**config.mk**
```make
export PLATFORM = sky130hd
export DESIGN_NAME = sorted_priority_queue
export DESIGN_NICKNAME = d
export VERILOG_FILES = /design/src/hdl/spq_pkg.sv /design/src/hdl/spq_cell.sv /design/src/hdl/sorted_priority_queue.sv
export SDC_FILE = /design/constraint.sdc
export NUM_CORES = 2
export LEC_CHECK = 0
export BUFFER_PORTS_ARGS = -buffer_cell sky130_fd_sc_hd__buf_2
export CORE_ASPECT_RATIO = 0.8
export CORE_MARGIN = 2
export CORE_UTILIZATION = 56
export CTS_CLUSTER_SIZE = 25
export DETAILED_ROUTE_END_ITERATION = 6
export MAX_ROUTING_LAYER = met4
export PLACE_DENSITY = 0.73
export SKIP_CTS_REPAIR_TIMING = 1
export SYNTH_ARGS = -nofsm -noshare
export SYNTH_HDL_FRONTEND = slang
export SYNTH_HIERARCHICAL = 1
export SYNTH_SLANG_ARGS = --single-unit
```
**constraint.sdc**
```tcl
create_clock -name clk -period 4.5 [get_ports clk]
set_clock_uncertainty 0.15 [all_clocks]
set_input_delay 0.675 -clock clk [delete_from_list [all_inputs] [get_ports clk]]
set_output_delay 0.675 -clock clk [all_outputs]
set_load 0.05 [all_outputs]
```
**src/hdl/spq_pkg.sv**
```systemverilog
// Shared types and codes for the sorted priority queue.
// Used by spq_cell, sorted_priority_queue and spq_checker; depends on nothing.
package spq_pkg;

    localparam int unsigned DATA_W = 32;
    localparam int unsigned OCC_W  = 5;

    typedef enum logic [1:0] {
        OP_INSERT  = 2'd0,
        OP_PEEK    = 2'd1,
        OP_EXTRACT = 2'd2
    } op_t;

    // One stored entry.
    typedef struct packed {
        logic signed [DATA_W-1:0] prio;
        logic signed [DATA_W-1:0] pay;
    } entry_t;

    // Command broadcast to every cell of the chain.
    typedef struct packed {
        logic   ins;
        logic   ext;
        entry_t item;
    } cell_ctl_t;

endpackage

```
**src/hdl/spq_cell.sv**
```systemverilog
// One slot of the sorted chain: holds an entry and shifts with its neighbors.
// Depends on spq_pkg.
module spq_cell (
    input  logic               clk,
    input  spq_pkg::cell_ctl_t ctl,
    input  logic               occupied,
    input  logic               left_gt,
    input  spq_pkg::entry_t    left_entry,
    input  spq_pkg::entry_t    right_entry,
    output spq_pkg::entry_t    entry,
    output logic               gt
);

    spq_pkg::entry_t entry_reg;
    spq_pkg::entry_t entry_next;

    // A slot is "greater" when it is empty or its priority is strictly above
    // the new one, so equal priorities keep arrival order.
    assign gt    = !occupied || (entry_reg.prio > ctl.item.prio);
    assign entry = entry_reg;

    always_comb
    begin
        entry_next = entry_reg;
        if (ctl.ins && gt)
        begin
            entry_next = left_gt ? left_entry : ctl.item;
        end
        else if (ctl.ext)
        begin
            entry_next = right_entry;
        end
    end

    always_ff @(posedge clk)
    begin
        entry_reg <= entry_next;
    end

endmodule

```
**src/hdl/sorted_priority_queue.sv**
```systemverilog
// Top level of the sorted priority queue: a chain of spq_cell slots plus
// the fill count and the output word register. Depends on spq_pkg, spq_cell.

// The queue holds up to CAPACITY entries in ascending priority order in a
// row of cells; slot 0 is always the front. Every cell compares its own
// priority with the new one at the same time, so an insert, peek or extract
// needs no iteration: a word is accepted in every cycle, the result word
// appears in the output register in the cycle after acceptance, and input
// is held back only while a finished result waits on out_ready. Equal
// priorities leave in arrival order. Peek or extract on an empty queue
// returns payload 0 with was_empty set; an insert into a full queue is
// dropped with dropped_full set. Opcode 3 does nothing and reports the
// current occupancy. Occupancy carries the low five bits of the count.
// Entries need no clearing after reset; only the count and out_valid are reset.
module sorted_priority_queue #(
    parameter int unsigned CAPACITY = 16
) (
    input  logic                                clk,
    input  logic                                rst_n,
    input  logic                                in_valid,
    output logic                                in_ready,
    input  logic [1:0]                          opcode,
    input  logic signed [spq_pkg::DATA_W-1:0]   priority_req,
    input  logic signed [spq_pkg::DATA_W-1:0]   payload,
    output logic                                out_valid,
    input  logic                                out_ready,
    output logic signed [spq_pkg::DATA_W-1:0]   min_payload,
    output logic                                was_empty,
    output logic                                dropped_full,
    output logic [spq_pkg::OCC_W-1:0]           occupancy
);

    localparam int unsigned CW = $clog2(CAPACITY + 1);
    localparam logic [CW-1:0] FULL_COUNT = CW'(CAPACITY);

    logic [CW-1:0] count_reg;
    logic [CW-1:0] count_next;

    logic                              out_valid_reg;
    logic signed [spq_pkg::DATA_W-1:0] min_payload_reg;
    logic signed [spq_pkg::DATA_W-1:0] min_payload_next;
    logic                              was_empty_reg;
    logic                              was_empty_next;
    logic                              dropped_full_reg;
    logic                              dropped_full_next;
    logic [spq_pkg::OCC_W-1:0]         occupancy_reg;
    logic [CW+spq_pkg::OCC_W-1:0]      occ_wide;

    logic              in_fire;
    logic              is_empty;
    logic              is_full;
    spq_pkg::cell_ctl_t ctl;

    spq_pkg::entry_t entries [CAPACITY];
    logic            gts     [CAPACITY];

    // The input side is free whenever the output register is empty or being
    // drained in this same cycle.
    assign in_ready = !out_valid_reg || out_ready;
    assign in_fire  = in_valid && in_ready;
    assign is_empty = (count_reg == '0);
    assign is_full  = (count_reg == FULL_COUNT);

    // Decode the word into the command seen by every cell, and form the
    // result and the new count.
    always_comb
    begin
        ctl.ins           = 1'b0;
        ctl.ext           = 1'b0;
        ctl.item.prio     = priority_req;
        ctl.item.pay      = payload;
        count_next        = count_reg;
        min_payload_next  = '0;
        was_empty_next    = 1'b0;
        dropped_full_next = 1'b0;
        case (spq_pkg::op_t'(opcode))
            spq_pkg::OP_INSERT:
            begin
                if (is_full)
                begin
                    dropped_full_next = 1'b1;
                end
                else
                begin
                    ctl.ins    = in_fire;
                    count_next = count_reg + 1'b1;
                end
            end
            spq_pkg::OP_PEEK:
            begin
                if (is_empty)
                begin
                    was_empty_next = 1'b1;
                end
                else
                begin
                    min_payload_next = entries[0].pay;
                end
            end
            spq_pkg::OP_EXTRACT:
            begin
                if (is_empty)
                begin
                    was_empty_next = 1'b1;
                end
                else
                begin
                    min_payload_next = entries[0].pay;
                    ctl.ext          = in_fire;
                    count_next       = count_reg - 1'b1;
                end
            end
            default:
            begin
                count_next = count_reg;
            end
        endcase
    end

    assign occ_wide = {{spq_pkg::OCC_W{1'b0}}, count_next};

    // The chain: each cell sees the "greater" flag and entry of its left
    // neighbor for inserts and the entry of its right neighbor for extracts.
    for (genvar i = 0; i < CAPACITY; i++)
    begin : g_cell
        localparam logic [CW-1:0] IDX = CW'(i);
        logic            occupied;
        logic            left_gt;
        spq_pkg::entry_t left_entry;
        spq_pkg::entry_t right_entry;

        assign occupied = (count_reg > IDX);

        if (i == 0)
        begin : g_first
            assign left_gt    = 1'b0;
            assign left_entry = ctl.item;
        end
        else
        begin : g_inner
            assign left_gt    = gts[i-1];
            assign left_entry = entries[i-1];
        end

        if (i == CAPACITY - 1)
        begin : g_last
            // The vacated tail slot lies beyond the count after an extract.
            assign right_entry = entries[i];
        end
        else
        begin : g_body
            assign right_entry = entries[i+1];
        end

        spq_cell u_cell (
            .clk         (clk),
            .ctl         (ctl),
            .occupied    (occupied),
            .left_gt     (left_gt),
            .left_entry  (left_entry),
            .right_entry (right_entry),
            .entry       (entries[i]),
            .gt          (gts[i])
        );
    end

    always_ff @(posedge clk or negedge rst_n)
    begin
        if (!rst_n)
        begin
            count_reg     <= '0;
            out_valid_reg <= 1'b0;
        end
        else
        begin
            if (in_fire)
            begin
                count_reg <= count_next;
            end
            if (in_ready)
            begin
                out_valid_reg <= in_valid;
            end
        end
    end

    // Result word registers carry no reset; out_valid qualifies them.
    always_ff @(posedge clk)
    begin
        if (in_fire)
        begin
            min_payload_reg  <= min_payload_next;
            was_empty_reg    <= was_empty_next;
            dropped_full_reg <= dropped_full_next;
            occupancy_reg    <= occ_wide[spq_pkg::OCC_W-1:0];
        end
    end

    assign out_valid    = out_valid_reg;
    assign min_payload  = min_payload_reg;
    assign was_empty    = was_empty_reg;
    assign dropped_full = dropped_full_reg;
    assign occupancy    = occupancy_reg;

endmodule

```
# Yosys cells after proc, flatten, opt, wreduce, memory -nomap -nowiden
# Cells that the tools add are included.
# classes
mux,54
add_sub_neg,2
n_reduce_logical,70
magnitude_cmp,32
n_eq_ne,3
n_bitwise,1
# op_table
operator,count
64-bit two-way mux,45
32-bit greater-than comparator,16
"5-bit by 4-bit greater-than comparator with 1-bit output, second input constant",8
2-bit nonzero test,15
"5-bit by 3-bit greater-than comparator with 1-bit output, second input constant",4
1-bit logical AND,17
1-bit logical NOT,17
1-bit logical OR,17
"5-bit by 1-bit greater-than comparator with 1-bit output, second input constant",2
"5-bit by 2-bit greater-than comparator with 1-bit output, second input constant",2
5-bit two-way mux,2
5-bit one-hot mux with 2 select lines,1
1-bit two-way mux,6
"5-bit by 1-bit adder with 5-bit output, second input constant",1
"5-bit == test, second input constant",1
5-bit logical NOT,1
"5-bit by 1-bit subtractor with 5-bit output, second input constant",1
2-bit OR reduction,2
"2-bit by 1-bit == test with 1-bit output, second input constant",1
"2-bit == test, second input constant",1
2-bit logical NOT,1
1-bit inverter,1
# word_totals
word_cells,200
in_bits,70
ff_bits,1069

# Logic depth before layout (Yosys ltp)
# depth
word_depth,7
ltp_mapped,15
ltp_nobuf,12

# Modules after synthesis
# Netlist, hierarchy kept.
# modules_own_cells
mod,n_inst,area_per_inst_um2,cells_each
spq_cell at g_cell[0].u_cell ...,13,4451.8,367
spq_cell at g_cell[7].u_cell ...,3,4446.8,365
sorted_priority_queue,1,2213.4,189

# Least setup slack after synthesis
# OpenSTA, ideal clock, no wires.
# synth_timing
path_type,input -> register
start,input out_ready
end,register g_cell[0].u_cell.entry_reg (netlist bit g_cell[0].u_cell/entry[0]) (enable)
slack_ns,-1.103
stages,9
arrival_ns,5.027
cell_sequence,nand2b_1 > nand2_1 > clkinv_1 > and3_1 > inv_1 > o311ai_1 > buf_6 > buf_6 > or2_1
# synth_lines
element,line,text
from (decl),sorted_priority_queue.sv:26,"input logic out_ready,"
to (signal assigned),spq_cell.sv:37,entry_reg <= entry_next;
to (decl),spq_cell.sv:14,spq_pkg::entry_t entry_reg;

==> impl_metrics.ini <==
[die]
ios = 111
die_area_um2 = 134000
die_x_um = 409
core-area_um2 = 130000
std_cell_rows = 118
initial_core_util_pct = 56.6
die_h_um = 328

[detailed_routing]
drcViolationCount = 0
post_drt_wl_per_cell_um = 22.2
drt-pass1-iter-count = 5
vias = 48200
avgViaCountPerCell = 6.03
detail-route-antenna-nets = 0
first_iter_violations = 5200
wl_mm = 178

[timing]
tightest_slew_ns = 1.02
rsz0062_at_grt = false
finalMaxSlewViolations = 0
hold_viol_final = 0
max_clock_freq_mhz = 263
setup_tns_ns = 0
max-slew-margin-rel_pct = 31.8
setup_viol = 0
finalCritPeriodShare_pct = 84.4
fin_crit_ns = 3.80

[clock_network]
h-tree-depth = 3
clk_pin_slew_worst_paths_ns = 0.06
clock_path_buffers = 3
clock_sinks = 1069
cts-root-buf = clkbuf_16
cts_tree = built
clk_latency_ns = 0.75
cts_buffers = 112

[finish]
fin_area_um2 = 80500
area_delta_synth_final_pct = 9.74
largest_reg_flops = 1024
drive_gt1_share_pct = 32.9
nets = 6742
post-route-util_pct = 62.1

[pwr]
power_w = 0.0355
power.switching_w = 0.0114
sw_frac_of_total_pct = 32.0
pwr-share-clk_pct = 25.7
p_leak_nw = 33.3
combPwrFrac_pct = 34.9
p_int_w = 0.0241
peakVddDrop_v = 0.000361
power.density_nw_per_um2 = 441
seqPwrFrac_pct = 39.4

[global_routing]
met1_usage_pct = 42.1
grt_pass1_wl_mm = 273
use_met2_pct = 35.6
antenna_found_initial = 6
grt_util_met3_pct = 3.37
overflow = 0
grt_max_degree = 96
busiest_layer = met1
grt_pass1_vias = 46200
track_usage_pct = 26.5

[hold_path]
min_path_type = in -> reg

[synthesis]
syn-instance-count = 6051
syn_area_um2 = 73400
syn_nets = 6641
syn_area_per_cell_um2 = 12.1
synth-warning-count = 6

[flow_run]
cap_viol_max_count = 0

[worst_setup_path]
worstPathArrival_ns = 4.02
critPathKind = reg -> reg
cp-end-kind = flip-flop
critPathLaunchType = flip-flop
cp_max_fo = 64
required_ns = 4.72

[placement]
finalWeightedCongestion = 0.905
placement.io_buffers = 110
placed_cell_area_um2 = 77000
post-dp-hpwl_mm = 136

[run_status]
status = finished clean
layout make-up:
cell class	instances	area [um^2]
clock buffer	149	2940
sequential	1069	32100
fill	9815	49200
clock inverter	60	573
multi-input combinational	4111	37700
antenna	3	7.51
timing repair buffer	289	2920
inverter	569	2140
tap	1740	2180
per-stage QoR:
| step | hold slack [ns] | worst slack [ns] | cells |
|---|---|---|---|
| detailed placement | 0.382 | 0.0422 | 7777 |
| global route | 0.0234 | 0.517 | 7990 |
| CTS | -0.419 | 0.698 | 7986 |
| global placement | 0.384 | 0.0920 | 7777 |
| floorplan | 0.229 | 0.0748 | 6051 |
| finish | 0.0467 | 0.702 | 7990 |
power groups by stage:
stage	clock network (W)	logic (W)	registers, W
after floorplan	0	0.00909	0.0138
after global placement	0	0.0118	0.0141
after detailed placement	0	0.0122	0.0142
after CTS	0.00927	0.0123	0.0140
after global routing	0.00962	0.0134	0.0141
final	0.00912	0.0124	0.0140
worst max-delay path, cell delays in order (launching register included):
cell and delay [ns]:
dfrtp_1 0.55, inv_1 0.20, ha_1 0.30, or4b_4 0.48, nand2_1 0.20, nor2_1 0.15
buf_4 0.44, or2_4 0.90
metal layers:
layer  wire [um]  share of wire, %
met1       88900                50
met2       70500                40
met3       14500               8.2
met4        3850               2.2
met5           0                 0
layout by cell type (no fill, tap or decap), drive strengths merged, types with 17 or more instances in the layout:
| master | count |
|---|---|
| a21oi | 264 |
| ha | 520 |
| a2bb2oi | 18 |
| clkinv | 49 |
| nand3 | 50 |
| nor2b | 18 |
| o21ai | 590 |
| and3 | 48 |
| or3 | 17 |
| o211ai | 32 |
| buf | 288 |
| nor3 | 49 |
| nand4 | 128 |
| mux2 | 1554 |
| nand2 | 648 |
| clkbuf | 149 |
| inv | 571 |
| edfxtp | 1063 |
| o311ai | 17 |
path summary, 6_finish.rpt:
kind                                        startpoint                          end  slack [ns]  cells past startpoint
max                                       count_reg[0]   g_cell[0].u_cell/entry[18]        0.70                      7
min                                           in_valid                    out_valid        0.05                      2
max reg2reg                               count_reg[0]   g_cell[0].u_cell/entry[18]        0.70                      7
min reg2reg                g_cell[14].u_cell/entry[18]  g_cell[13].u_cell/entry[18]        0.43                      1
max in group asynchronous                        rst_n                 count_reg[3]        3.85                      2
min in group asynchronous                        rst_n                    out_valid        0.16                      2
Power figures use the tool's default switching activity.
